File: config.mk
export PLATFORM = sky130hd
export DESIGN_NAME = prime_count_trial_division_core
export DESIGN_NICKNAME = d
export VERILOG_FILES = /design/src/hw/rtl/pctd_pkg.sv /design/src/hw/rtl/pctd_rem_unit.sv /design/src/hw/rtl/prime_count_trial_division_core.sv
export SDC_FILE = /design/constraint.sdc
export NUM_CORES = 1
export LEC_CHECK = 0
export BUFFER_PORTS_ARGS = -buffer_cell sky130_fd_sc_hd__buf_2
export CAP_MARGIN = 20
export CORE_MARGIN = 4
export CORE_UTILIZATION = 63
export DETAILED_ROUTE_END_ITERATION = 6
export PLACE_DENSITY = 0.89
export SYNTH_ARGS = -nofsm -noshare
export SYNTH_HDL_FRONTEND = slang
export SYNTH_SLANG_ARGS = --single-unit
export TNS_END_PERCENT = 10
File: constraint.sdc
create_clock -name clk -period 6.15 [get_ports clk]
set_input_delay 0.615 -clock clk [delete_from_list [all_inputs] [get_ports clk]]
set_output_delay 0.615 -clock clk [all_outputs]
set_load 0.03 [all_outputs]
File: src/hw/rtl/pctd_pkg.sv
// Shared types and constants of the trial-division prime counter.
// Used by the remainder unit, the core and the port checker; depends on nothing.
`default_nettype none

package pctd_pkg;

	localparam int COUNT_W = 21;
	localparam int CHUNK_W = 21;

	localparam logic [63:0]        LIMIT_RESET   = 64'd1000000;
	localparam logic [CHUNK_W-1:0] CHUNK_RESET   = 21'd500000;
	localparam int                 FIRST_DIVISOR = 3;
	localparam logic [COUNT_W-1:0] COUNT_MAX     = 21'h100000;

	// configuration register indexes
	localparam logic REG_UPPER_LIMIT = 1'b0;
	localparam logic REG_CHUNK_SIZE  = 1'b1;

	typedef enum logic [2:0] {
		ST_IDLE,
		ST_CAND,
		ST_TRIAL,
		ST_DIV,
		ST_FINISH
	} pctd_state_t;

	typedef struct packed {
		logic done;
		logic rem_zero;
	} pctd_div_status_t;

endpackage

`default_nettype wire

File: src/hw/rtl/pctd_rem_unit.sv
// Iterative remainder unit: restoring division, one dividend bit per cycle.
// Depends on pctd_pkg for the status struct.
`default_nettype none

module pctd_rem_unit #(
	parameter int VALUE_BITS = 31
) (
	input  wire logic                          clk,
	input  wire logic                          arst_n,
	input  wire logic                          start,
	input  wire logic [VALUE_BITS-1:0]         dividend,
	input  wire logic [VALUE_BITS-1:0]         divisor,
	output pctd_pkg::pctd_div_status_t         status
);
	import pctd_pkg::*;

	localparam int CNT_W = $clog2(VALUE_BITS + 1);

	logic [VALUE_BITS-1:0] rem_q;
	logic [VALUE_BITS-1:0] shift_q;
	logic [VALUE_BITS-1:0] dsr_q;
	logic [CNT_W-1:0]      cnt_q;
	logic                  busy_q;
	logic                  done_q;
	logic [VALUE_BITS:0]   trial;
	logic [VALUE_BITS:0]   diff;
	logic                  fits;

	assign trial = {rem_q, shift_q[VALUE_BITS-1]};
	assign fits  = trial >= {1'b0, dsr_q};
	assign diff  = trial - {1'b0, dsr_q};

	always_ff @(posedge clk or negedge arst_n) begin
		if (!arst_n) begin
			busy_q <= 1'b0;
			done_q <= 1'b0;
			cnt_q  <= '0;
		end else begin
			done_q <= 1'b0;
			if (start) begin
				busy_q <= 1'b1;
				cnt_q  <= CNT_W'(VALUE_BITS);
			end else if (busy_q) begin
				cnt_q <= cnt_q - CNT_W'(1);
				if (cnt_q == CNT_W'(1)) begin
					busy_q <= 1'b0;
					done_q <= 1'b1;
				end
			end
		end
	end

	always_ff @(posedge clk) begin
		if (start) begin
			rem_q   <= '0;
			shift_q <= dividend;
			dsr_q   <= divisor;
		end else if (busy_q) begin
			// remainder stays below the divisor, so the top bit drops
			rem_q   <= fits ? diff[VALUE_BITS-1:0] : trial[VALUE_BITS-1:0];
			shift_q <= {shift_q[VALUE_BITS-2:0], 1'b0};
		end
	end

	assign status.done     = done_q;
	assign status.rem_zero = (rem_q == '0);

endmodule

`default_nettype wire

File: src/hw/rtl/prime_count_trial_division_core.sv
// Top level of the trial-division prime counter: config registers, sequencer, output register.
// Depends on pctd_pkg and pctd_rem_unit.
//
//   channel   signals                          direction  moves
//   in        in_valid/in_ready, range_start   sink       one range word
//   out       out_valid/out_ready, prime_count source     one count word
//   cfg       cfg_we, cfg_index, cfg_data      sink       register write, no wait
//
// Each odd divisor tried costs one pass through the shared bit-serial remainder unit,
// which sets the pace.
// Reset (arst_n low) clears the sequencer and loads upper_limit and chunk_size defaults.
// in_ready is high only in idle; a finished count waits in the output register while
// the next range word is taken, and the sequencer holds at its end until that register frees.
`default_nettype none

module prime_count_trial_division_core #(
	parameter int VALUE_BITS = 31
) (
	input  wire logic                                     clk,
	input  wire logic                                     arst_n,
	input  wire logic                                     in_valid,
	output logic                                          in_ready,
	input  wire logic [VALUE_BITS-1:0]                    range_start,
	output logic                                          out_valid,
	input  wire logic                                     out_ready,
	output logic [pctd_pkg::COUNT_W-1:0]                  prime_count,
	input  wire logic                                     cfg_we,
	input  wire logic                                     cfg_index,
	input  wire logic [((VALUE_BITS > pctd_pkg::CHUNK_W) ?
		VALUE_BITS : pctd_pkg::CHUNK_W)-1:0]              cfg_data
);
	import pctd_pkg::*;

	localparam int CAND_W = VALUE_BITS + 1;
	localparam int SQ_W   = VALUE_BITS + 2;
	localparam int SUM_W  = ((VALUE_BITS > CHUNK_W) ? VALUE_BITS : CHUNK_W) + 1;

	pctd_state_t state_q, state_d;

	logic [VALUE_BITS-1:0] limit_q;
	logic [CHUNK_W-1:0]    chunk_q;
	logic [VALUE_BITS-1:0] end_q;
	logic [CAND_W-1:0]     cand_q;
	logic [VALUE_BITS-1:0] div_q;
	logic [SQ_W-1:0]       sq_q;
	logic [COUNT_W-1:0]    count_q;
	logic                  out_valid_q;
	logic [COUNT_W-1:0]    out_count_q;

	logic [SUM_W-1:0]      range_sum;
	logic [SUM_W-1:0]      limit_ext;
	logic [SUM_W-1:0]      range_end;
	logic                  cand_live;
	logic                  sq_in_range;
	logic                  out_free;
	pctd_div_status_t      div_status;

	// sequencer strobes
	logic accept;
	logic div_start;
	logic cand_prime;
	logic cand_comp;
	logic div_next;
	logic trial_init;
	logic publish;

	assign range_sum   = SUM_W'(range_start) + SUM_W'(chunk_q);
	assign limit_ext   = SUM_W'(limit_q);
	assign range_end   = (range_sum > limit_ext) ? limit_ext : range_sum;
	assign cand_live   = cand_q < {1'b0, end_q};
	assign sq_in_range = sq_q <= SQ_W'(cand_q);
	assign out_free    = !out_valid_q || out_ready;

	pctd_rem_unit #(
		.VALUE_BITS(VALUE_BITS)
	) u_rem (
		.clk      (clk),
		.arst_n   (arst_n),
		.start    (div_start),
		.dividend (cand_q[VALUE_BITS-1:0]),
		.divisor  (div_q),
		.status   (div_status)
	);

	always_comb begin
		state_d = state_q;
		unique case (state_q)
			ST_IDLE:   if (in_valid) state_d = ST_CAND;
			ST_CAND:   state_d = cand_live ? ST_TRIAL : ST_FINISH;
			ST_TRIAL:  state_d = sq_in_range ? ST_DIV : ST_CAND;
			ST_DIV: begin
				if (div_status.done) state_d = div_status.rem_zero ? ST_CAND : ST_TRIAL;
			end
			ST_FINISH: if (out_free) state_d = ST_IDLE;
			default:   state_d = ST_IDLE;
		endcase
	end

	always_comb begin
		in_ready   = 1'b0;
		div_start  = 1'b0;
		cand_prime = 1'b0;
		cand_comp  = 1'b0;
		div_next   = 1'b0;
		trial_init = 1'b0;
		publish    = 1'b0;
		unique case (state_q)
			ST_IDLE:   in_ready = 1'b1;
			ST_CAND:   trial_init = cand_live;
			ST_TRIAL: begin
				div_start  = sq_in_range;
				cand_prime = !sq_in_range;
			end
			ST_DIV: begin
				cand_comp = div_status.done && div_status.rem_zero;
				div_next  = div_status.done && !div_status.rem_zero;
			end
			ST_FINISH: publish = out_free;
			default: ;
		endcase
	end

	assign accept = in_valid && in_ready;

	always_ff @(posedge clk or negedge arst_n) begin
		if (!arst_n) begin
			state_q     <= ST_IDLE;
			out_valid_q <= 1'b0;
			limit_q     <= LIMIT_RESET[VALUE_BITS-1:0];
			chunk_q     <= CHUNK_RESET;
		end else begin
			state_q <= state_d;
			if (publish) begin
				out_valid_q <= 1'b1;
			end else if (out_ready) begin
				out_valid_q <= 1'b0;
			end
			if (cfg_we) begin
				unique case (cfg_index)
					REG_UPPER_LIMIT: limit_q <= cfg_data[VALUE_BITS-1:0];
					REG_CHUNK_SIZE:  chunk_q <= cfg_data[CHUNK_W-1:0];
					default: ;
				endcase
			end
		end
	end

	always_ff @(posedge clk) begin
		if (accept) begin
			cand_q  <= {1'b0, range_start};
			end_q   <= range_end[VALUE_BITS-1:0];
			count_q <= '0;
		end
		if (trial_init) begin
			div_q <= VALUE_BITS'(FIRST_DIVISOR);
			sq_q  <= SQ_W'(FIRST_DIVISOR * FIRST_DIVISOR);
		end
		if (cand_prime) begin
			count_q <= count_q + COUNT_W'(1);
		end
		if (cand_prime || cand_comp) begin
			cand_q <= cand_q + CAND_W'(2);
		end
		if (div_next) begin
			// (d+2)^2 = d^2 + 4d + 4
			div_q <= div_q + VALUE_BITS'(2);
			sq_q  <= sq_q + {div_q, 2'b00} + SQ_W'(4);
		end
		if (publish) begin
			out_count_q <= count_q;
		end
	end

	assign out_valid   = out_valid_q;
	assign prime_count = out_count_q;

endmodule

`default_nettype wire

==> impl_metrics.json <==
{
  "status": "finished, final reports clean",
  "filler_cell_count": 2138,
  "worst_setup_path_end_kind": "flop",
  "slew_violations": 0,
  "clock_latency_ns": 0.54,
  "synth_ff_type": "edfxtp_1",
  "grt_pass1_vias": 15800,
  "rsz0062_at_grt": "no",
  "worstMarginPinSlew_ns": 1.07,
  "wl_mm": 48.3,
  "tns_ns": 0,
  "hpwl_mm": 34.9,
  "detail-route-antenna-nets": 0,
  "r2r-end": "end_q[3]",
  "ys_seq_elements": 320,
  "dieArea_mm2": 0.0356,
  "cts_root_buffer": "clkbuf_16",
  "die_w_um": 189,
  "grtUsageTotal_pct": 26.7,
  "synth_area_per_cell_um2": 10.4,
  "cts_sinks": 320,
  "grt_remaining_overflow": 0,
  "setup_viol": 0,
  "r2r_slack_ns": 0.82,
  "async_flop_share_pct": 19.7,
  "layout_commonest_cell": "edfxtp_1",
  "synth.cell_area_mm2": 0.0206,
  "crit_fanout": 31,
  "p_switching_mw": 3.82,
  "antenna_found_initial": 0,
  "yosysSeqAreaShare_pct": 43.7,
  "ios": 91,
  "crit_chain": "ha_1 -> inv_1 -> fa_1 -> nor2b_1 -> o2111ai_1 -> and3_1 -> o41ai_2 -> o211ai_1 -> and2_1 -> o21ai_0 -> xor2_1 -> ha_1 -> nand3_1 -> or3_1 -> o31a_1 -> o221ai_1 -> a211oi_1 -> a211oi_1 -> a41oi_4 -> buf_12 -> mux2_1",
  "start_kind": "flop",
  "p_int_mw": 6.37,
  "grt_first_pass_wirelength_mm": 79.1,
  "worstReg2RegStart": "chunk_q[0]",
  "wl_per_cell_um": 19.1,
  "cts_tree": "done",
  "power_frac_seq_pct": 35.9,
  "worstPathArrival_ns": 5.61,
  "drcViolationCount": 0,
  "hold_viol_final": 0,
  "die_h_um": 189,
  "min_path_type": "input port to asynchronous set/reset pin",
  "slowest_stage": "a211oi_1",
  "powerDensity_mw_per_mm2": 445,
  "vias": 15600,
  "layout_min_cycle_time_ns": 5.33,
  "power.leakage_nw": 9.81,
  "crit_path_max_incr_delay_ns": 0.41,
  "worstSetupPathType": "flop to flop",
  "postCtsHoldBufs": 0,
  "post-cts-setup-buffers": 0,
  "multi_input_area_mm2": 0.0108,
  "seqCellArea_mm2": 0.00900,
  "io_buffers": 90,
  "rows": 65,
  "grt_max_degree": 69,
  "ir_drop_mv": 0.261,
  "gp_congestion": 0.923,
  "drt_first_iter_violations": 1211,
  "slew_headroom_pct": 28.7,
  "initial_utilization_pct": 64.6,
  "synth_nets": 2253,
  "synth_warnings": 0,
  "drive_gt1_share_pct": 13.6,
  "fin_crit_sh_pct": 86.7,
  "clock_power_share_pct": 24.0,
  "n_antenna_cell": 0,
  "cts_resized": 0,
  "h-tree-depth": 2,
  "reg2reg_depth": 21,
  "ys_types": 78,
  "cap_violations": 0,
  "synth_edf_count": 226,
  "dr.pass1.iters": 5,
  "hold_ws_ns": 0.274,
  "pwr-share-comb_pct": 40.2,
  "core-area_mm2": 0.0319,
  "switching_share_pct": 37.5,
  "final_cell_mix": "edfxtp_1, ha_1, nor2_1, inv_1, nand2_1",
  "syn_inst": 1977,
  "cts-buffers-inserted": 36,
  "vias_per_cell": 6.18,
  "path_clk_slew_ns": 0.06,
  "area_growth_pct": 11.1,
  "fin_skew_ns": 0.0304,
  "finalNetCount": 2343,
  "critical_path_required_ns": 6.43,
  "clock_path_buffers": 3,
  "max_freq_mhz": 188
}
cells in the mapped netlist, drive strengths merged, types with 4 or more instances:
cell,count,share of area (%)
nand4,35,1.1
a221oi,4,0.23
nand2,135,2.5
buf,20,0.70
a31oi,9,0.30
and2,9,0.27
a21o,88,3.2
ha,205,12
xnor2,82,3.5
a21oi,102,2.5
o211ai,7,0.26
o221ai,4,0.17
nand2b,20,0.61
clkbuf,34,0.62
nor4,12,0.36
o41ai,5,0.25
nor3b,5,0.18
inv,156,2.8
dfxtp,31,3.0
or3,11,0.33
or2,10,0.30
and4,4,0.17
o21ai,82,2.0
nor3,43,1.0
nand3,53,1.3
a41oi,5,0.40
o21bai,10,0.38
o31a,5,0.21
dfrtp,49,6.0
and3,23,0.70
mux2i,17,0.83
o21a,19,0.69
dfstp,14,1.8
a211oi,36,1.4
mux2,113,6.2
nor2b,16,0.52
nor2,171,3.1
xor2,61,2.6
edfxtp,226,33
a311oi,6,0.26
worst max-delay path by stage:
stage                   startpoint  slack (ns)        end
CTS                     chunk_q[0]        0.87   end_q[3]
detailed placement  range_start[0]        0.51   end_q[3]
global route            chunk_q[0]        0.53  end_q[28]
finish                  chunk_q[0]        0.82   end_q[3]
floorplan               cand_q[25]        0.82  div_q[10]
global placement    range_start[0]        0.68   end_q[2]
metrics by stage:
stage	std cells	power, mW	utilization (%)	instance area [um^2]	setup WS [ns]
after floorplan	1977	6.65	-	20600	0.824
final	2530	10.2	71.7	22900	0.818
after global placement	2463	7.40	67.4	21500	0.681
after detailed placement	2463	7.64	67.4	21500	0.512
after global routing	2530	10.8	71.7	22900	0.532
after CTS	2529	10.1	71.7	22800	0.868
per-layer routing:
metal	track usage, %	vias up	wire length, um
met2	45.8	583	23600
met1	35.2	7568	20300
met5	0	-	0
met4	9.64	0	1700
li1	-	7385	-
met3	3.17	110	2630
registers in the layout (all words and copies together) (netlist names), 3 cells and up:
name and flops:
cand_q 32, chunk_q 21, count_q 21, div_q 30, end_q 31, limit_q 31
prime_count 21, sq_q 30, state_q 3, u_rem.cnt_q 5, u_rem.dsr_q 30, u_rem.rem_q 31
u_rem.shift_q 31
cells by family (layout without fill, tap and decap cells):
group / Yosys count / in the layout / share of synthesized area (%)
compound gates: 408 / 408 / 13.3
xor+xnor: 143 / 143 / 6.09
fa+ha+maj: 208 / 208 / 12.8
buf+inv: 210 / 328 / 4.16
flops: 320 / 320 / 43.7
mux: 130 / 130 / 7.03
simple gates: 558 / 558 / 12.9
power groups by stage:
| stage | clock [mW] | sequential, mW | combinational [mW] |
|---|---|---|---|
| after CTS | 2.46 | 3.64 | 4.04 |
| after floorplan | 0 | 3.55 | 3.09 |
| after detailed placement | 0 | 3.67 | 3.97 |
| after global routing | 2.57 | 3.72 | 4.54 |
| after global placement | 0 | 3.63 | 3.77 |
| final | 2.44 | 3.65 | 4.09 |
critical path, delay by kind of cell (launching register included):
kind                     cells  cell delay, ns
flip-flops                   1            0.35
AND/OR/NAND/NOR              5            1.15
adder cells (fa/ha/maj)      3            0.88
buffers and inverters        2            0.26
AO/OA/AOI/OAI                9            1.96
XOR/XNOR                     1            0.12
multiplexers                 1            0.34
area by class of cell:
type                            count  share of cell area [%]
Sequential cell                   320                    39.4
Inverter                          156                    2.56
Clock inverter                     16                    1.29
Multi-Input combinational cell   1447                    47.1
Timing Repair Buffer              106                    2.69
Tap cell                          435                    2.38
Clock buffer                       50                    4.67
Power figures use the tool's default switching activity.
